[src/rtl/core/guided_firefly_outlier_filter_macros.svh]
`ifndef GUIDED_FIREFLY_OUTLIER_FILTER_MACROS_SVH
`define GUIDED_FIREFLY_OUTLIER_FILTER_MACROS_SVH

// same-cycle implication, clocked on clk, off during reset
`define GFOF_ASSERT_SAME(label, ante, cons) \
    label: assert property (@(posedge clk) disable iff (!rst_n) (ante) |-> (cons)) \
        else $error("gfof: check failed");

// next-cycle implication, clocked on clk, off during reset
`define GFOF_ASSERT_NEXT(label, ante, cons) \
    label: assert property (@(posedge clk) disable iff (!rst_n) (ante) |=> (cons)) \
        else $error("gfof: check failed");

`endif

[src/rtl/core/gfof_pkg.sv]
package gfof_pkg;

    localparam int MAX_WIDTH  = 4096;
    localparam int MAX_HEIGHT = 4096;
    localparam int LINE_AW    = $clog2(MAX_WIDTH);
    localparam int DIV_W      = 47;

    localparam logic [14:0] TC_A = 15'd25395;
    localparam logic [19:0] TC_B = 20'd524288;
    localparam logic [20:0] TC_C = 21'd1782579;
    localparam logic [23:0] TC_E = 24'd16106127;

    typedef struct packed {
        logic        [15:0] radiance_red;
        logic        [15:0] radiance_green;
        logic        [15:0] radiance_blue;
        logic        [14:0] albedo_red;
        logic        [14:0] albedo_green;
        logic        [14:0] albedo_blue;
        logic signed [15:0] normal_x;
        logic signed [15:0] normal_y;
        logic signed [15:0] normal_z;
    } pixel_t;

    typedef struct packed {
        logic [15:0] out_red;
        logic [15:0] out_green;
        logic [15:0] out_blue;
        logic        was_replaced;
        logic        last_of_run;
        logic        end_of_frame;
    } result_t;

    typedef struct packed {
        logic [2:0][15:0] rad;
        logic [2:0][14:0] alb;
        logic [2:0][15:0] nrm;
        logic [15:0]      gray;
    } pix_t;

    typedef enum logic [2:0] {
        CFG_FRAME_WIDTH      = 3'd0,
        CFG_FRAME_HEIGHT     = 3'd1,
        CFG_ALBEDO_LIMIT     = 3'd2,
        CFG_NORMAL_LIMIT     = 3'd3,
        CFG_DEVIATION_FACTOR = 3'd4
    } cfg_index_t;

    typedef enum logic [4:0] {
        ST_IDLE,
        ST_TONE_A,
        ST_TONE_N,
        ST_TONE_D,
        ST_TONE_GO,
        ST_TONE_WAIT,
        ST_LINE_RD,
        ST_SHIFT,
        ST_PICK,
        ST_JSTART,
        ST_NB_FETCH,
        ST_NB_DIST,
        ST_NB_ACC,
        ST_DEC1,
        ST_DEC2,
        ST_DEC3,
        ST_DEC4,
        ST_DEC5,
        ST_BRANCH,
        ST_REP_GO,
        ST_REP_WAIT,
        ST_EMIT
    } state_t;

    typedef struct packed {
        logic       load_in;
        logic       tone_a;
        logic       tone_n;
        logic       tone_d;
        logic       div_start;
        logic       div_rep;
        logic       gray_acc;
        logic       line_rd;
        logic       shift;
        logic       jstart;
        logic       nb_fetch;
        logic       nb_dist;
        logic       nb_acc;
        logic       dec1;
        logic       dec2;
        logic       dec3;
        logic       dec4;
        logic       dec5;
        logic       rep_store;
        logic       emit;
        logic       last;
        logic [1:0] chan;
        logic [1:0] comp;
        logic [3:0] nb;
        logic [1:0] slot;
    } gfof_cmd_t;

    typedef struct packed {
        logic       div_done;
        logic       out_free;
        logic [3:0] slot_en;
        logic       repl;
    } gfof_status_t;

    function automatic logic [15:0] luma_coef(input logic [1:0] k);
        logic [15:0] c;
        case (k)
            2'd0:    c = 16'd19589;
            2'd1:    c = 16'd38470;
            default: c = 16'd7471;
        endcase
        return c;
    endfunction

    function automatic logic [1:0] nb_row(input logic [3:0] nb);
        logic [1:0] r;
        case (nb) inside
            4'd0, 4'd1, 4'd2: r = 2'd0;
            4'd3, 4'd4, 4'd5: r = 2'd1;
            default:          r = 2'd2;
        endcase
        return r;
    endfunction

    function automatic logic [1:0] nb_col(input logic [3:0] nb);
        logic [1:0] c;
        case (nb) inside
            4'd0, 4'd3, 4'd6: c = 2'd0;
            4'd1, 4'd4, 4'd7: c = 2'd1;
            default:          c = 2'd2;
        endcase
        return c;
    endfunction

endpackage

[src/rtl/core/gfof_ctrl.sv]
module gfof_ctrl
    import gfof_pkg::*;
(
    input  logic         clk,
    input  logic         rst_n,
    input  logic         pixel_valid,
    input  gfof_status_t status,
    output logic         idle,
    output gfof_cmd_t    cmd
);

    state_t     state_reg, state_next;
    logic [1:0] chan_reg, chan_next;
    logic [1:0] comp_reg, comp_next;
    logic [3:0] nb_reg, nb_next;
    logic [2:0] slot_reg, slot_next;
    logic       more;

    always_comb
    begin
        case (slot_reg[1:0])
            2'd0:    more = |status.slot_en[3:1];
            2'd1:    more = |status.slot_en[3:2];
            2'd2:    more = status.slot_en[3];
            default: more = 1'b0;
        endcase
    end

    always_ff @(posedge clk or negedge rst_n)
    begin
        if (!rst_n)
        begin
            state_reg <= ST_IDLE;
            chan_reg  <= '0;
            comp_reg  <= '0;
            nb_reg    <= '0;
            slot_reg  <= '0;
        end
        else
        begin
            state_reg <= state_next;
            chan_reg  <= chan_next;
            comp_reg  <= comp_next;
            nb_reg    <= nb_next;
            slot_reg  <= slot_next;
        end
    end

    always_comb
    begin
        state_next = state_reg;
        chan_next  = chan_reg;
        comp_next  = comp_reg;
        nb_next    = nb_reg;
        slot_next  = slot_reg;
        case (state_reg)
            ST_IDLE:
            begin
                if (pixel_valid)
                begin
                    state_next = ST_TONE_A;
                    chan_next  = '0;
                end
            end
            ST_TONE_A:  state_next = ST_TONE_N;
            ST_TONE_N:  state_next = ST_TONE_D;
            ST_TONE_D:  state_next = ST_TONE_GO;
            ST_TONE_GO: state_next = ST_TONE_WAIT;
            ST_TONE_WAIT:
            begin
                if (status.div_done)
                begin
                    if (chan_reg == 2'd2)
                        state_next = ST_LINE_RD;
                    else
                    begin
                        chan_next  = chan_reg + 2'd1;
                        state_next = ST_TONE_A;
                    end
                end
            end
            ST_LINE_RD: state_next = ST_SHIFT;
            ST_SHIFT:
            begin
                state_next = ST_PICK;
                slot_next  = '0;
            end
            ST_PICK:
            begin
                if (slot_reg[2])
                    state_next = ST_IDLE;
                else if (status.slot_en[slot_reg[1:0]])
                    state_next = ST_JSTART;
                else
                    slot_next = slot_reg + 3'd1;
            end
            ST_JSTART:
            begin
                state_next = ST_NB_FETCH;
                nb_next    = '0;
            end
            ST_NB_FETCH:
            begin
                state_next = ST_NB_DIST;
                comp_next  = '0;
            end
            ST_NB_DIST:
            begin
                if (comp_reg == 2'd2)
                    state_next = ST_NB_ACC;
                else
                    comp_next = comp_reg + 2'd1;
            end
            ST_NB_ACC:
            begin
                if (nb_reg == 4'd8)
                    state_next = ST_DEC1;
                else
                begin
                    nb_next    = (nb_reg == 4'd3) ? 4'd5 : nb_reg + 4'd1;
                    state_next = ST_NB_FETCH;
                end
            end
            ST_DEC1: state_next = ST_DEC2;
            ST_DEC2: state_next = ST_DEC3;
            ST_DEC3: state_next = ST_DEC4;
            ST_DEC4: state_next = ST_DEC5;
            ST_DEC5: state_next = ST_BRANCH;
            ST_BRANCH:
            begin
                if (status.repl)
                begin
                    state_next = ST_REP_GO;
                    chan_next  = '0;
                end
                else
                    state_next = ST_EMIT;
            end
            ST_REP_GO: state_next = ST_REP_WAIT;
            ST_REP_WAIT:
            begin
                if (status.div_done)
                begin
                    if (chan_reg == 2'd2)
                        state_next = ST_EMIT;
                    else
                    begin
                        chan_next  = chan_reg + 2'd1;
                        state_next = ST_REP_GO;
                    end
                end
            end
            ST_EMIT:
            begin
                if (status.out_free)
                begin
                    slot_next  = slot_reg + 3'd1;
                    state_next = ST_PICK;
                end
            end
            default: state_next = ST_IDLE;
        endcase
    end

    always_comb
    begin
        cmd      = '0;
        cmd.chan = chan_reg;
        cmd.comp = comp_reg;
        cmd.nb   = nb_reg;
        cmd.slot = slot_reg[1:0];
        cmd.last = !more;
        idle     = 1'b0;
        case (state_reg)
            ST_IDLE:
            begin
                idle        = 1'b1;
                cmd.load_in = pixel_valid;
            end
            ST_TONE_A:    cmd.tone_a = 1'b1;
            ST_TONE_N:    cmd.tone_n = 1'b1;
            ST_TONE_D:    cmd.tone_d = 1'b1;
            ST_TONE_GO:   cmd.div_start = 1'b1;
            ST_TONE_WAIT: cmd.gray_acc = status.div_done;
            ST_LINE_RD:   cmd.line_rd = 1'b1;
            ST_SHIFT:     cmd.shift = 1'b1;
            ST_JSTART:    cmd.jstart = 1'b1;
            ST_NB_FETCH:  cmd.nb_fetch = 1'b1;
            ST_NB_DIST:   cmd.nb_dist = 1'b1;
            ST_NB_ACC:    cmd.nb_acc = 1'b1;
            ST_DEC1:      cmd.dec1 = 1'b1;
            ST_DEC2:      cmd.dec2 = 1'b1;
            ST_DEC3:      cmd.dec3 = 1'b1;
            ST_DEC4:      cmd.dec4 = 1'b1;
            ST_DEC5:      cmd.dec5 = 1'b1;
            ST_REP_GO:
            begin
                cmd.div_start = 1'b1;
                cmd.div_rep   = 1'b1;
            end
            ST_REP_WAIT:
            begin
                cmd.div_rep   = 1'b1;
                cmd.rep_store = status.div_done;
            end
            ST_EMIT:      cmd.emit = status.out_free;
            default:      ;
        endcase
    end

endmodule

[config.mk]
export PLATFORM = sky130hd
export DESIGN_NAME = gfof_ctrl
export DESIGN_NICKNAME = d
export VERILOG_FILES = /design/src/rtl/core/guided_firefly_outlier_filter_macros.svh /design/src/rtl/core/gfof_pkg.sv /design/src/rtl/core/gfof_ctrl.sv
export SDC_FILE = /design/constraint.sdc
export NUM_CORES = 1
export LEC_CHECK = 0
export BUFFER_PORTS_ARGS = -buffer_cell sky130_fd_sc_hd__buf_2
export CORE_MARGIN = 2
export CORE_UTILIZATION = 45
export DETAILED_ROUTE_END_ITERATION = 7
export PLACE_DENSITY = 0.82
export SLEW_MARGIN = 5
export SYNTH_ARGS = -nofsm -noshare
export SYNTH_HDL_FRONTEND = slang
export SYNTH_SLANG_ARGS = --single-unit
[constraint.sdc]
create_clock -name clk -period 5.61 [get_ports clk]
set_clock_uncertainty 0.05 [all_clocks]
set_input_delay 0 -clock clk [delete_from_list [all_inputs] [get_ports clk]]
set_output_delay 0 -clock clk [all_outputs]
set_load 0.01 [all_outputs]
==> impl_metrics.toml <==
[placement]
pre_cts_slack_ps = 3190
dp_hpwl_mm = 2.82
place.gp.congestion = 0.933
dp_cells = 257
portBuffers = 41

[power_and_ir_drop]
combPwrFrac = 0.584
switching_share = 0.475
p_int_mw = 0.378
ir_drop_mv = 0.229
power_frac_seq = 0.309
power-per-cell-area_nw_per_um2 = 419
p_sw_mw = 0.343
p_clk_frac = 0.108
p_leak_nw = 0.841

[worst_setup_path]
rr_startpoint = "state_reg[2]"
r2r-end = "state_reg[0]"
cp_data_arrival_time_ps = 2610
end_kind = "flip-flop"
required_ps = 5750
worstPathCellList = "nand2b_1 > or3_1 > o32ai_2 > nor3_2 > mux2_4"
r2r_slack_ps = 3140
worstSetupStartpoint = "state_reg[2]"
crit_path_max_incr_delay_ps = 760
cp-endpoint = "state_reg[0]"
cp_slowest_cell = "dfrtp_1"
critPathKind = "flip-flop to flip-flop"
reg2regPathDepth = 5
cp_max_fo = 24
cp-start-kind = "flip-flop"

[timing]
slew-limit-headroom = 0.576
setup_tns_ps = 0
setup_viol = 0
hold_violations = 0
fin_crit_ps = 2470
layout_setup_ws_ps = 3140
rsz0062_at_grt = "no"
hold-worst-slack_ps = 91.2
drv_slew = 0
fmax_ghz = 0.405
tightest_slew_ps = 636
period_share = 0.440

[route]
wl_per_cell_um = 14.4
drt_wl_total_mm = 3.78
drc_errors = 0
drt-initial-drc-count = 160
route.antenna.remaining_nets = 0
via_count = 1511
dr.pass1.iters = 4
post_drt_via_cell_ratio = 5.77

[clocking]
cts_buffers = 3
postCtsSetupBuffers = 0
htreeDepth = 1
root_buffer = "clkbuf_4"
cts_tree = "done"
clock_latency_ps = 290
ctsResizeCount = 0
clockBufferDepth = 2
cts_num_sinks = 16
path_clk_slew_ps = 100

[logic_synthesis]
syn-mean-instance-area_um2 = 8.01
syn_inst = 185
synth_edf_count = 0
async_flop_share = 1.00
synth_area_um2 = 1480
synth-warning-count = 0
syn-num-nets = 203
ys_seq_elements = 16
ys_seq_area_frac = 0.270
ys_types = 55
synth_top_flop_cell = "dfrtp_1"

[hold_path]
worstHoldPathType = "primary input to asynchronous set/reset pin"

[layout]
fin_util = 0.555
drive_gt1_frac = 0.289
fin_cells = 262
final_common_cell = "buf_2"
layout_common_cells = "41 x buf_2, 27 x nor2_1, 16 x dfrtp_1, 14 x nand2_1, 13 x inv_1"
area_delta_synth_final_pct = 16.2
largest_reg_flops = 5
antenna_cells = 0
final_nets = 237

[global_route]
grt_max_degree = 25
grtUsageTotal = 0.222
grt_pass1_wl_mm = 6.24
gr-total-overflow = 0
grt_antenna_before_repair = 0
grt_pass1_vias = 1292

[die]
dieArea_um2 = 3770
initial_core_util = 0.477
die_w_um = 61.4
num_rows = 20
die_h_um = 61.4
core-area_um2 = 3100
io_pins = 42

[job]
drv_cap = 0

[run_status]
run_status = "completed"
==> per-layer routing <==
layer | track usage | part of all wire | vias up
li1 | - | - | 729
met4 | 0.0912 | 0.026 | 0
met1 | 0.329 | 0.45 | 702
met3 | 0.0210 | 0.076 | 11
met2 | 0.331 | 0.44 | 69
met5 | 0 | 0 | -
==> cells by family (layout without fill, tap and decap cells) <==
kind of cell | after synthesis | count (layout) | synth area share
and+or+nand+nor | 79 | 79 | 0.277
adders and majority gates | 8 | 8 | 0.0676
DFF | 16 | 16 | 0.270
muxes | 7 | 7 | 0.0625
AOI/OAI and AO/OA | 46 | 46 | 0.231
buffers and inverters | 27 | 60 | 0.0802
xor gates and xnor gates | 2 | 2 | 0.0118
==> critical path, delay by kind of cell (launching register included) <==
| family | cells | cell delay [ps] |
|---|---|---|
| compound gates | 1 | 290 |
| flops | 1 | 760 |
| mux | 1 | 320 |
| simple gates | 3 | 950 |
==> Yosys cell counts (2+ instances only) <==
master / count / area [µm²]
or2_2: 3 / 18.8
o22ai_1: 3 / 18.8
nand2b_1: 4 / 25.0
nor2b_1: 4 / 25.0
and3_1: 3 / 18.8
dfrtp_1: 16 / 400
or3_1: 4 / 25.0
ha_1: 8 / 100
clkbuf_1: 7 / 26.3
nor2_1: 27 / 101
a21oi_1: 8 / 40.0
o21a_1: 2 / 15.0
nand3b_1: 3 / 22.5
buf_2: 2 / 10.0
or3_4: 2 / 22.5
o41ai_1: 2 / 17.5
nor3_1: 5 / 25.0
a21o_1: 3 / 22.5
a31oi_1: 2 / 12.5
buf_4: 2 / 15.0
o21ai_0: 6 / 30.0
nand3_1: 4 / 20.0
a31o_2: 3 / 26.3
inv_1: 13 / 48.8
mux2_2: 4 / 45.0
nand2_1: 14 / 52.6
a211oi_1: 3 / 22.5
==> layout make-up <==
type / instances / area, µm²
fill: 319 / 1380
multi-input combinational: 142 / 962
sequential: 16 / 400
timing repair buffer: 42 / 215
tap: 44 / 55.1
inverter: 14 / 52.6
clock buffer: 4 / 36.3
==> metrics by stage <==
step	total power, mW	cell area, µm²
after floorplan	0.544	1480
after global placement	0.625	1680
after detailed placement	0.638	1680
after CTS	0.716	1720
after global routing	0.785	1720
final	0.721	1720
==> how the worst min path moves through the flow <==
stage,start,slack [ps],endpoint,cells after the start
detailed placement,rst_n,-120,nb_reg[0],1
global route,status[5],110,slot_reg[1],3
CTS,status[5],90,slot_reg[1],3
global placement,rst_n,-120,nb_reg[2],1
finish,rst_n,90,state_reg[3],2
floorplan,rst_n,-350,chan_reg[0],0
==> power by group through the flow <==
stage	clock network, mW	registers (mW)	logic, mW
2_1_floorplan	0	0.173	0.371
3_3_place_gp	0	0.220	0.406
3_5_place_dp	0	0.222	0.416
4_1_cts	0.0784	0.219	0.418
5_1_grt	0.0853	0.234	0.466
6_report	0.0775	0.222	0.421
==> what timing repair did <==
item / 4_1_cts / 5_1_grt
hold buffers: 1 / 0
endpoints found under the hold margin: 16 / 0
setup endpoints to repair: 0 / 0
(Power assumes the default switching activity.)
